[src/hdl/spseq_pkg.sv]
`default_nettype none

package spseq_pkg;

  localparam int CMD_BITS = 2;
  localparam int CFG_INDEX_BITS = 2;
  localparam int CFG_DATA_BITS = 10;
  localparam int INTERVAL_BITS = 10;
  localparam int STEP_FIELD_BITS = 16;

  localparam logic [CMD_BITS-1:0] CMD_TICK  = 2'd0;
  localparam logic [CMD_BITS-1:0] CMD_WALK  = 2'd1;
  localparam logic [CMD_BITS-1:0] CMD_CLEAR = 2'd2;
  localparam logic [CMD_BITS-1:0] CMD_OFF   = 2'd3;

  localparam logic [CFG_INDEX_BITS-1:0] REG_DIRECTION = 2'd0;
  localparam logic [CFG_INDEX_BITS-1:0] REG_SPEED     = 2'd1;
  localparam logic [CFG_INDEX_BITS-1:0] REG_EXTENSION = 2'd2;

  localparam logic [INTERVAL_BITS-1:0] EXTENSION_RESET = 10'd10;

  typedef struct packed {
    logic coil_in1;
    logic coil_in2;
    logic motor_enable;
    logic busy_res;
    logic walk_done;
  } res_t;

  // coil pattern 2,3,1,0
  function automatic logic [1:0] phase_pattern(input logic [1:0] idx);
    logic [1:0] pat;
    case (idx)
      2'd0:    pat = 2'b10;
      2'd1:    pat = 2'b11;
      2'd2:    pat = 2'b01;
      default: pat = 2'b00;
    endcase
    return pat;
  endfunction

  // step delay in ms: 5,5,10,15
  function automatic logic [INTERVAL_BITS-1:0] speed_delay(input logic [1:0] idx);
    logic [INTERVAL_BITS-1:0] d;
    case (idx)
      2'd0:    d = 10'd5;
      2'd1:    d = 10'd5;
      2'd2:    d = 10'd10;
      default: d = 10'd15;
    endcase
    return d;
  endfunction

endpackage

`default_nettype wire

[src/hdl/stepper_phase_sequencer_core.sv]
`default_nettype none

// Channel   | Handshake                    | Payload
// ----------+------------------------------+------------------------------------
// input     | in_valid / in_stall          | command, step_count
// result    | res_valid / res_stall        | coil_in1, coil_in2, motor_enable,
//           |                              | busy_res, walk_done
// config    | cfg_valid / cfg_ready        | cfg_index, cfg_data
//
// One item per clock while in_stall is low; each transfer's result is registered in the output buffer.
// State update is a single pass through the core next-state logic.
// Two-entry output buffer: in_stall rises only once both entries are held.
// cfg_ready is always high. Synchronous reset clears the walk state and buffer flags and loads the config defaults.

module stepper_phase_sequencer_core
  import spseq_pkg::*;
#(
  parameter int STEP_COUNT_BITS = 16
) (
  input  wire logic                       clk,
  input  wire logic                       rst,
  input  wire logic                       in_valid,
  output logic                            in_stall,
  input  wire logic [CMD_BITS-1:0]        command,
  input  wire logic [STEP_FIELD_BITS-1:0] step_count,
  output logic                            res_valid,
  input  wire logic                       res_stall,
  output logic                            coil_in1,
  output logic                            coil_in2,
  output logic                            motor_enable,
  output logic                            busy_res,
  output logic                            walk_done,
  input  wire logic                       cfg_valid,
  output logic                            cfg_ready,
  input  wire logic [CFG_INDEX_BITS-1:0]  cfg_index,
  input  wire logic [CFG_DATA_BITS-1:0]   cfg_data
);

  logic accept;
  logic full;
  res_t result;
  res_t res_data;

  assign cfg_ready = 1'b1;
  assign in_stall  = full;
  assign accept    = in_valid && !full;

  spseq_core #(
    .STEP_COUNT_BITS(STEP_COUNT_BITS)
  ) u_core (
    .clk       (clk),
    .rst       (rst),
    .accept    (accept),
    .command   (command),
    .step_count(step_count),
    .cfg_we    (cfg_valid && cfg_ready),
    .cfg_index (cfg_index),
    .cfg_data  (cfg_data),
    .result    (result)
  );

  spseq_out u_out (
    .clk      (clk),
    .rst      (rst),
    .push     (accept),
    .push_data(result),
    .full     (full),
    .res_valid(res_valid),
    .res_stall(res_stall),
    .res_data (res_data)
  );

  assign coil_in1     = res_data.coil_in1;
  assign coil_in2     = res_data.coil_in2;
  assign motor_enable = res_data.motor_enable;
  assign busy_res     = res_data.busy_res;
  assign walk_done    = res_data.walk_done;

endmodule

`default_nettype wire

[src/hdl/spseq_core.sv]
`default_nettype none

module spseq_core
  import spseq_pkg::*;
#(
  parameter int STEP_COUNT_BITS = 16
) (
  input  wire logic                       clk,
  input  wire logic                       rst,
  input  wire logic                       accept,
  input  wire logic [CMD_BITS-1:0]        command,
  input  wire logic [STEP_FIELD_BITS-1:0] step_count,
  input  wire logic                       cfg_we,
  input  wire logic [CFG_INDEX_BITS-1:0]  cfg_index,
  input  wire logic [CFG_DATA_BITS-1:0]   cfg_data,
  output res_t                            result
);

  logic                       direction_forward;
  logic [1:0]                 speed_index;
  logic [INTERVAL_BITS-1:0]   extension_ms;

  logic [1:0]                 phase_index, phase_index_next;
  logic                       phase_started, phase_started_next;
  logic [STEP_COUNT_BITS-1:0] steps_left, steps_left_next;
  logic [INTERVAL_BITS-1:0]   interval_left, interval_left_next;
  logic                       first_interval, first_interval_next;
  logic                       running, running_next;
  logic                       enable_level, enable_level_next;
  logic                       done;
  logic [1:0]                 pat_next;

  logic [STEP_COUNT_BITS-1:0] cnt;
  logic [STEP_COUNT_BITS-1:0] steps_dec;
  logic [STEP_COUNT_BITS-1:0] one_step;

  generate
    if (STEP_COUNT_BITS > STEP_FIELD_BITS) begin : g_wide
      assign cnt = {{(STEP_COUNT_BITS-STEP_FIELD_BITS){1'b0}}, step_count};
    end else if (STEP_COUNT_BITS == STEP_FIELD_BITS) begin : g_same
      assign cnt = step_count;
    end else begin : g_narrow
      assign cnt = step_count[STEP_COUNT_BITS-1:0];
    end
  endgenerate

  assign steps_dec = steps_left - {{(STEP_COUNT_BITS-1){1'b0}}, 1'b1};
  assign one_step  = {{(STEP_COUNT_BITS-1){1'b0}}, 1'b1};
  assign pat_next  = phase_pattern(phase_index_next);

  always_comb begin
    phase_index_next    = phase_index;
    phase_started_next  = phase_started;
    steps_left_next     = steps_left;
    interval_left_next  = interval_left;
    first_interval_next = first_interval;
    running_next        = running;
    enable_level_next   = enable_level;
    done                = 1'b0;
    unique case (command)
      CMD_TICK: begin
        if (running) begin
          if (interval_left <= 10'd1) begin
            if (steps_left == '0) begin
              enable_level_next  = 1'b0;
              running_next       = 1'b0;
              interval_left_next = '0;
              done               = 1'b1;
            end else begin
              // first step ever lands on phase 0
              phase_started_next = 1'b1;
              if (!phase_started) begin
                phase_index_next = 2'd0;
              end else if (direction_forward) begin
                phase_index_next = phase_index + 2'd1;
              end else begin
                phase_index_next = phase_index - 2'd1;
              end
              steps_left_next     = steps_dec;
              first_interval_next = 1'b0;
              if (first_interval || steps_dec == '0) begin
                interval_left_next = extension_ms;
              end else begin
                interval_left_next = speed_delay(speed_index);
              end
            end
          end else begin
            interval_left_next = interval_left - 10'd1;
          end
        end
      end
      CMD_WALK: begin
        steps_left_next     = cnt;
        first_interval_next = (cnt != one_step);
        if (cnt != '0) begin
          enable_level_next  = 1'b1;
          running_next       = 1'b1;
          interval_left_next = speed_delay(speed_index);
        end
      end
      CMD_CLEAR: begin
        steps_left_next = one_step;
      end
      CMD_OFF: begin
        enable_level_next = 1'b0;
      end
      default: begin
      end
    endcase
  end

  always_comb begin
    result.coil_in1     = phase_started_next & pat_next[1];
    result.coil_in2     = phase_started_next & pat_next[0];
    result.motor_enable = enable_level_next;
    result.busy_res     = running_next;
    result.walk_done    = done;
  end

  always_ff @(posedge clk) begin
    if (rst) begin
      phase_index    <= '0;
      phase_started  <= 1'b0;
      steps_left     <= '0;
      interval_left  <= '0;
      first_interval <= 1'b0;
      running        <= 1'b0;
      enable_level   <= 1'b0;
    end else if (accept) begin
      phase_index    <= phase_index_next;
      phase_started  <= phase_started_next;
      steps_left     <= steps_left_next;
      interval_left  <= interval_left_next;
      first_interval <= first_interval_next;
      running        <= running_next;
      enable_level   <= enable_level_next;
    end
  end

  always_ff @(posedge clk) begin
    if (rst) begin
      direction_forward <= 1'b0;
      speed_index       <= 2'd0;
      extension_ms      <= EXTENSION_RESET;
    end else if (cfg_we) begin
      unique case (cfg_index)
        REG_DIRECTION: direction_forward <= cfg_data[0];
        REG_SPEED:     speed_index       <= cfg_data[1:0];
        REG_EXTENSION: extension_ms      <= cfg_data;
        default: begin
        end
      endcase
    end
  end

  // a finishing walk leaves the block idle
  assert property (@(posedge clk) disable iff (rst)
    (accept && done) |=> !running)
    else $error("walk_done without walk ending");

  // phase only moves on a transfer
  assert property (@(posedge clk) disable iff (rst)
    !accept |=> $stable(phase_index) && $stable(phase_started))
    else $error("phase moved without a transfer");

  assert property (@(posedge clk) disable iff (rst)
    done |-> running)
    else $error("walk finished while idle");

endmodule

`default_nettype wire

[src/hdl/spseq_out.sv]
`default_nettype none

module spseq_out
  import spseq_pkg::*;
(
  input  wire logic clk,
  input  wire logic rst,
  input  wire logic push,
  input  wire res_t push_data,
  output logic      full,
  output logic      res_valid,
  input  wire logic res_stall,
  output res_t      res_data
);

  logic main_valid;
  logic skid_valid;
  res_t main_data;
  res_t skid_data;
  logic pop;

  assign pop       = main_valid && !res_stall;
  assign full      = skid_valid;
  assign res_valid = main_valid;
  assign res_data  = main_data;

  always_ff @(posedge clk) begin
    if (rst) begin
      main_valid <= 1'b0;
      skid_valid <= 1'b0;
    end else if (skid_valid) begin
      if (pop) begin
        skid_valid <= 1'b0;
      end
    end else if (push) begin
      if (main_valid && !pop) begin
        skid_valid <= 1'b1;
      end else begin
        main_valid <= 1'b1;
      end
    end else if (pop) begin
      main_valid <= 1'b0;
    end
  end

  always_ff @(posedge clk) begin
    if (skid_valid) begin
      if (pop) begin
        main_data <= skid_data;
      end
    end else if (push) begin
      if (main_valid && !pop) begin
        skid_data <= push_data;
      end else begin
        main_data <= push_data;
      end
    end
  end

  // skid only fills behind a held result
  assert property (@(posedge clk) disable iff (rst)
    skid_valid |-> main_valid)
    else $error("skid holds data with empty output register");

  assert property (@(posedge clk) disable iff (rst)
    (main_valid && res_stall) |=> main_valid && $stable(main_data))
    else $error("held result lost or changed");

  assert property (@(posedge clk) disable iff (rst)
    (push && !main_valid) |=> main_valid && (main_data == $past(push_data)))
    else $error("transfer into empty buffer not presented");

endmodule

`default_nettype wire

[config.mk]
export PLATFORM = sky130hd
export DESIGN_NAME = stepper_phase_sequencer_core
export DESIGN_NICKNAME = d
export VERILOG_FILES = /design/src/hdl/spseq_pkg.sv /design/src/hdl/stepper_phase_sequencer_core.sv /design/src/hdl/spseq_core.sv /design/src/hdl/spseq_out.sv
export SDC_FILE = /design/constraint.sdc
export NUM_CORES = 1
export LEC_CHECK = 0
export ABC_CLOCK_PERIOD_IN_PS = 5300
export BUFFER_PORTS_ARGS = -buffer_cell sky130_fd_sc_hd__clkbuf_2
export CAP_MARGIN = 20
export CORE_UTILIZATION = 40
export CTS_BUF_LIST = sky130_fd_sc_hd__clkbuf_4 sky130_fd_sc_hd__clkbuf_8
export CTS_CLUSTER_DIAMETER = 60
export CTS_CLUSTER_SIZE = 12
export DETAILED_ROUTE_END_ITERATION = 12
export PLACE_DENSITY_LB_ADDON = 0.05
export REMOVE_ABC_BUFFERS = 1
export SYNTH_ARGS = -nofsm -noshare
export SYNTH_HDL_FRONTEND = slang
export SYNTH_HIERARCHICAL = 1
export SYNTH_SLANG_ARGS = --single-unit
[constraint.sdc]
create_clock -name clk -period 5.3 [get_ports clk]
set_clock_uncertainty 0.15 [all_clocks]
set_input_delay 0.265 -clock clk [delete_from_list [all_inputs] [get_ports clk]]
set_output_delay 0.265 -clock clk [all_outputs]
set_load 0.02 [all_outputs]
# After elaboration in Yosys (flattened, before gate mapping)
# Cells that the tools add are included.
[classes] magnitude_cmp=1 eq_ne=17 n_reduce_logical=28 n_addsub=4 muxes=51 n_bitwise=3
[op_table] cell="$mux 10" count=5
[op_table] cell="$mux 16" count=3
[op_table] cell="$pmux 16 s3" count=1
[op_table] cell="$logic_not 16->1" count=2
[op_table] cell="$mux 1" count=26
[op_table] cell="$mux 5" count=4
[op_table] cell="$pmux 10 s2" count=1
[op_table] cell="$ne 16x1->1 const B" count=1
[op_table] cell="$reduce_bool 16->1" count=1
[op_table] cell="$sub 16x1->16 const B" count=1
[op_table] cell="$mux 2" count=6
[op_table] cell="$eq 2x2->1 const B" count=5
[op_table] cell="$le 10x1->1 const B" count=1
[op_table] cell="$reduce_and 5->1" count=2
[op_table] cell="$sub 10x1->10 const B" count=1
[op_table] cell="$reduce_and 3->1" count=3
[op_table] cell="$eq 2x1->1 const B" count=4
[op_table] cell="$logic_not 2->1" count=4
[op_table] cell="$ne 2x1->1 const B" count=4
[op_table] cell="$pmux 4 s2" count=1
[op_table] cell="$ne 2x2->1 const B" count=3
[op_table] cell="$pmux 2 s3" count=1
[op_table] cell="$reduce_and 2->1" count=3
[op_table] cell="$reduce_bool 2->1" count=3
[op_table] cell="other kinds (12)" count=18
[word_totals] inputBits=35 out_inout_bits=8 wordCells=126 ff_bits=57

# Logic depth before layout (Yosys ltp)
[logic_depth] depth_word=13 ltp_mapped=10

# Cells and area by module
# The synthesis kept the hierarchy.
[modules_own_cells] mod="spseq_core" instances=1 area_per_inst_um2=2944.1 cells_each=382
[modules_own_cells] mod="spseq_out" instances=1 area_per_inst_um2=489.2 cells_each=28
[modules_own_cells] mod="stepper_phase_sequencer_core" instances=1 area_per_inst_um2=25.0 cells_each=3

# Least setup slack after synthesis
# No wires, ideal clock.
[synth_path] path_kind="register to register" from="register u_core.steps_left[0]" to="register u_core.interval_left[1]" arrival_ns=2.437 path_buffers=0 stages_incl_launch_ff=8 setup_time_ns=0.120 t_required_ns=5.030 path_slack_ns=2.593 path_cell_list="dfxtp_1 -> ha_1 -> or4b_1 -> or4_4 -> nor4_4 -> a41oi_4 -> mux2_4 -> a211o_1"
[synth_between] elab_chain_cells=8 elab_cells_between_ends=9
[synth_rtl] item="start, declared" line_no="spseq_core.sv:25" rtl="logic [STEP_COUNT_BITS-1:0] steps_left, steps_left_next;"
[synth_rtl] item="start signal, assigned" line_no="spseq_core.sv:132" rtl="steps_left <= steps_left_next;"
[synth_rtl] item="$sub 16x1->16" line_no="spseq_core.sv:47" rtl="assign steps_dec = steps_left - {{(STEP_COUNT_BITS-1){1'b0}}, 1'b1};"
[synth_rtl] item="$logic_not 16->1" line_no="spseq_core.sv:81" rtl="if (first_interval || steps_dec == '0) begin"
[synth_rtl] item="$logic_or 1x1->1" line_no="spseq_core.sv:81"
[synth_rtl] item="$mux 10" line_no="spseq_core.sv:81"
[synth_rtl] item="$mux 10 (*)" line_no="spseq_core.sv:64" rtl="if (steps_left == '0) begin"
[synth_rtl] item="$mux 10 (*)" line_no="spseq_core.sv:63" rtl="if (interval_left <= 10'd1) begin"
[synth_rtl] item="$mux 10 (*)" line_no="spseq_core.sv:62" rtl="if (running) begin"
[synth_rtl] item="$pmux 10 s2 (*)" line_no="spseq_core.sv:60" rtl="unique case (command)"
[synth_rtl] item="end signal, assigned" line_no="spseq_core.sv:133" rtl="interval_left <= interval_left_next;"
[synth_rtl] item="end, declared" line_no="spseq_core.sv:26" rtl="logic [INTERVAL_BITS-1:0] interval_left, interval_left_next;"
# Mark *: on every way between the ends. The rest lies on a longest branch, timed or not. The select of a mux whose other input is x is not followed.
# A chain may end at the register's enable or synchronous reset.

# Worst setup path in the final report
[layout_path] from="register u_core.interval_left[6]" to="register u_core.steps_left[7]"
[layout_between] elab_chain_cells=3
[layout_rtl] item="$le 10x1->1" line_no="spseq_core.sv:63"
[layout_rtl] item="$ne 2x1->1 (no line)"
[layout_rtl] item="$reduce_and 5->1 (no line)"
# Every way passes these cells.

==> qor.txt <==
global-route wire length before repair = 14,400 um
type of origin of the critical path = flop
sequential fraction of the synthesis area = 35.9%
number of clock sinks = 57
fin crit share = 57.0%
Final ANT Viol Nets = 0
R2R Path End = u_core/steps_left[7]$_SDFFE_PP0P_
synthesized area = 3460 um2
Clock Power Share = 37.5%
Post CTS Setup Buffer Count = 0
Placed Area = 3700 um2
nets = 491
critical-path cell list = nor4_1, nand3_1, a211oi_2, o21a_1, o21ai_0, a221oi_1
biggest area consumer among synthesized cells = dfxtp_1
drt first pass iters = 4
dpl ws = 2.28 ns
DRC viols = 0
Worst Reg-to-Reg Cells = 6
# Max-Cap Violations = 0
H-tree Lvls = 3
fin area = 3970 um2
Rows = 33
dominant synthesized flop cell = dfxtp_1
CTS tree = yes
largest net degree at the start of global routing = 51
Cell variety after synth = 63
measured slew at the worst slew-check pin = 1.14 ns
number of global-route vias before repair = 2,848
Relative slew margins = 23.1%
leakage = 0.00163 uW
worst path required time = 5.40 ns
Largest stage delay, worst path = 0.61 ns
min Tclk post-route = 3.02 ns
DP HPWL = 6080 um
top post-synthesis cells by area = dfxtp_1 27%, edfxtp_1 8.7%, a21oi_1 6.4%, nor2_1 5.0%, nand2_1 3.9%
synthesized flop and latch total = 57
max-slew violations = 0
core box area = 8300 um2
routed len/inst = 15.5 um
CP Max Fanout = 15
number of fillers in the final layout = 838
DIE AREA = 9020 um2
Hold Fails Final Rpt = 0
Ys Warns = 6
sw power = 364 uW
die height = 95.0 um
sink of the worst hold path = u_core/extension_ms[4]$_SDFFE_PP0P_
Setup TNS = 0 ns
final core utilization = 47.8%
layout cells sized above 1 = 18.3%
critical path startpoint = u_core/interval_left[6]$_SDFFE_PP0P_
vias post-DR = 3,118
clock slew at the register clock pins of the worst setup and hold paths = 0.07 ns
Final WS setup = 2.28 ns
GP Congestion = 0.832
syn_area_per_cell = 8.37 um2
logic gate share of total power = 22.1%
cell with the largest stage delay on the worst path = o21a_1
fraction of synthesis flops using an asynchronous set or reset pin = 0%
status = finished, final reports clean
Worst Hold Launch = cfg_data[4]
area share of the leading cell type in the synthesized netlist = 27.2%
Antenna Cells = 0
synthesis-to-layout area growth = 14.7%
power per cell area = 304 nW/um2
final setup vio count = 0
FMAX = 331 MHz
antenna violations before repair = 0
reg2reg start = u_core/interval_left[6]$_SDFFE_PP0P_
Net Sw Frac = 30.2%
VDD IR max = 0.150 mV
P_int = 841 uW
R2R Setup Slk = 2.28 ns
Gate Count Post-Synth = 413
IO buf count = 41
Root Buffer = clkbuf_8
Setup CP Type = reg -> reg
grt total ovfl = 0
Hold Path Class = in -> reg
I/O pin count = 43
RSZ-0062 raised after global routing = no
initial core utilization = 41.7%
worst skew pair latency = 0.34 ns
Die X = 95.0 um
GR Util All Layers = 20.9%
Post-synth EDFFs = 10
vias per cell = 5.58
hold path cells = 3
initial DRC count = 171
critical path capture point type = flop
overall routed net length = 8640 um
Longest Clk Path Bufs = 2
Sequential Power Share = 40.4%
WP data arrival = 3.12 ns
CTS Buf Count = 9
-- per-layer routing --
layer	GRT usage (%)	up-vias	wire length (um)
li1	-	1581	-
met1	27.1	1471	4120
met2	33.5	59	4050
met3	6.44	7	397
met4	5.56	0	78
met5	0	-	0
-- placed cells by master, fill, tap and decap left out, drive strengths merged, types with 2 or more instances in the layout --
master,count
o41ai,3
o21ai,27
a21oi,44
nor2b,7
o31ai,2
nor3b,4
xnor2,3
buf,2
inv,18
nand2b,2
clkinv,2
nand3,5
nand3b,2
xor2,6
and2,3
or2,3
a31oi,5
mux2,6
mux2i,13
clkbuf,52
o211ai,3
nand2,36
a211oi,12
and3,2
nor4b,2
nand4b,2
or3,3
or4,8
a211o,3
nand4,5
ha,7
nor3,19
nor2,46
bufinv,2
edfxtp,10
nor4,9
dlygate4sd3,5
a21o,9
dfxtp,47
-- metrics by stage --
stage          instances  hold slack, ns  power [uW]
6_report             559          0.0117        1200
5_1_grt              559         0.00790        1280
4_1_cts              559         0.00189        1220
3_5_place_dp         538           0.296         756
3_3_place_gp         538           0.283         756
2_1_floorplan        390           0.184         678
-- timing repair --
action                                 4_1_cts  5_1_grt
gates resized for setup                      0        0
hold buffers                                 5        0
endpoints found under the hold margin        5        0
setup endpoints to repair                    0        0
-- layout make-up --
cell class | instances | area [um2] | area share, %
multi-input cells | 316 | 2040 | 51.5
well taps | 105 | 131 | 3.31
clock buffers | 11 | 139 | 3.50
clock inverters | 5 | 78.8 | 1.99
inverters | 17 | 63.8 | 1.61
repair buffers | 48 | 270 | 6.82
flip-flops and latches | 57 | 1240 | 31.3
-- power by group through the flow --
| stage | clock network, uW | registers, uW | logic (uW) |
|---|---|---|---|
| 6_report | 452 | 487 | 266 |
| 4_1_cts | 467 | 486 | 264 |
| 2_1_floorplan | 0 | 496 | 181 |
| 5_1_grt | 491 | 490 | 297 |
| 3_5_place_dp | 0 | 496 | 260 |
| 3_3_place_gp | 0 | 496 | 260 |
-- Yosys cell counts (all sizes together), types with 4 or more instances --
master,number
dfxtp,47
nor2,46
a21oi,44
nand2,36
o21ai,27
nor3,19
inv,17
clkbuf,13
mux2i,13
a211oi,12
buf,10
edfxtp,10
a21o,9
nor4,9
or4,8
ha,7
nor2b,7
mux2,6
xor2,6
a31oi,5
nand3,5
nand4,5
nor3b,4
-- worst max-delay path: cells and delay by family (launching register included) --
family,cells,cell delay [ns]
flip-flops,1,0.36
AND/OR/NAND/NOR,2,0.78
AO/OA/AOI/OAI,4,1.65
-- how the worst max path moves through the flow --
stage | cells past startpoint | end | slack [ns]
finish | 6 | u_core/steps_left[7]$_SDFFE_PP0P_ | 2.28
global route | 8 | u_core/steps_left[7]$_SDFFE_PP0P_ | 1.99
CTS | 6 | u_core/steps_left[7]$_SDFFE_PP0P_ | 2.32
detailed placement | 7 | u_out/res_data[1]$_DFFE_PP_ | 2.28
global placement | 7 | u_out/res_data[1]$_DFFE_PP_ | 2.33
floorplan | 7 | u_core/interval_left[1]$_SDFFE_PP0P_ | 2.59
-- kinds of logic (layout without fill, tap and decap cells) --
| group | Yosys count | count (layout) | synth area share [%] |
|---|---|---|---|
| multiplexers | 19 | 19 | 6.37 |
| adder cells (fa/ha/maj) | 7 | 7 | 2.53 |
| other | 1 | 1 | 0.108 |
| AND/OR/NAND/NOR | 161 | 161 | 25.4 |
| flip-flops | 57 | 57 | 35.9 |
| XOR/XNOR | 9 | 9 | 2.28 |
| AO/OA/AOI/OAI | 119 | 119 | 22.4 |
| buffers and inverters | 40 | 81 | 5.10 |
-- flip-flops by register name (all words and copies together), names as in the netlist --
signal,count
u_core/extension_ms,10
u_core/phase_index,2
u_core/phase_started,1
u_out/res_valid,1
u_out/skid_data,5
u_core/interval_left,10
u_core/steps_left,16
u_core/enable_level,1
u_core/speed_index,2
u_out/res_data,5
u_core/first_interval,1
u_core/direction_forward,1
u_core/running,1
u_out/full,1
Note: power is estimated with default switching activity, not from simulation.
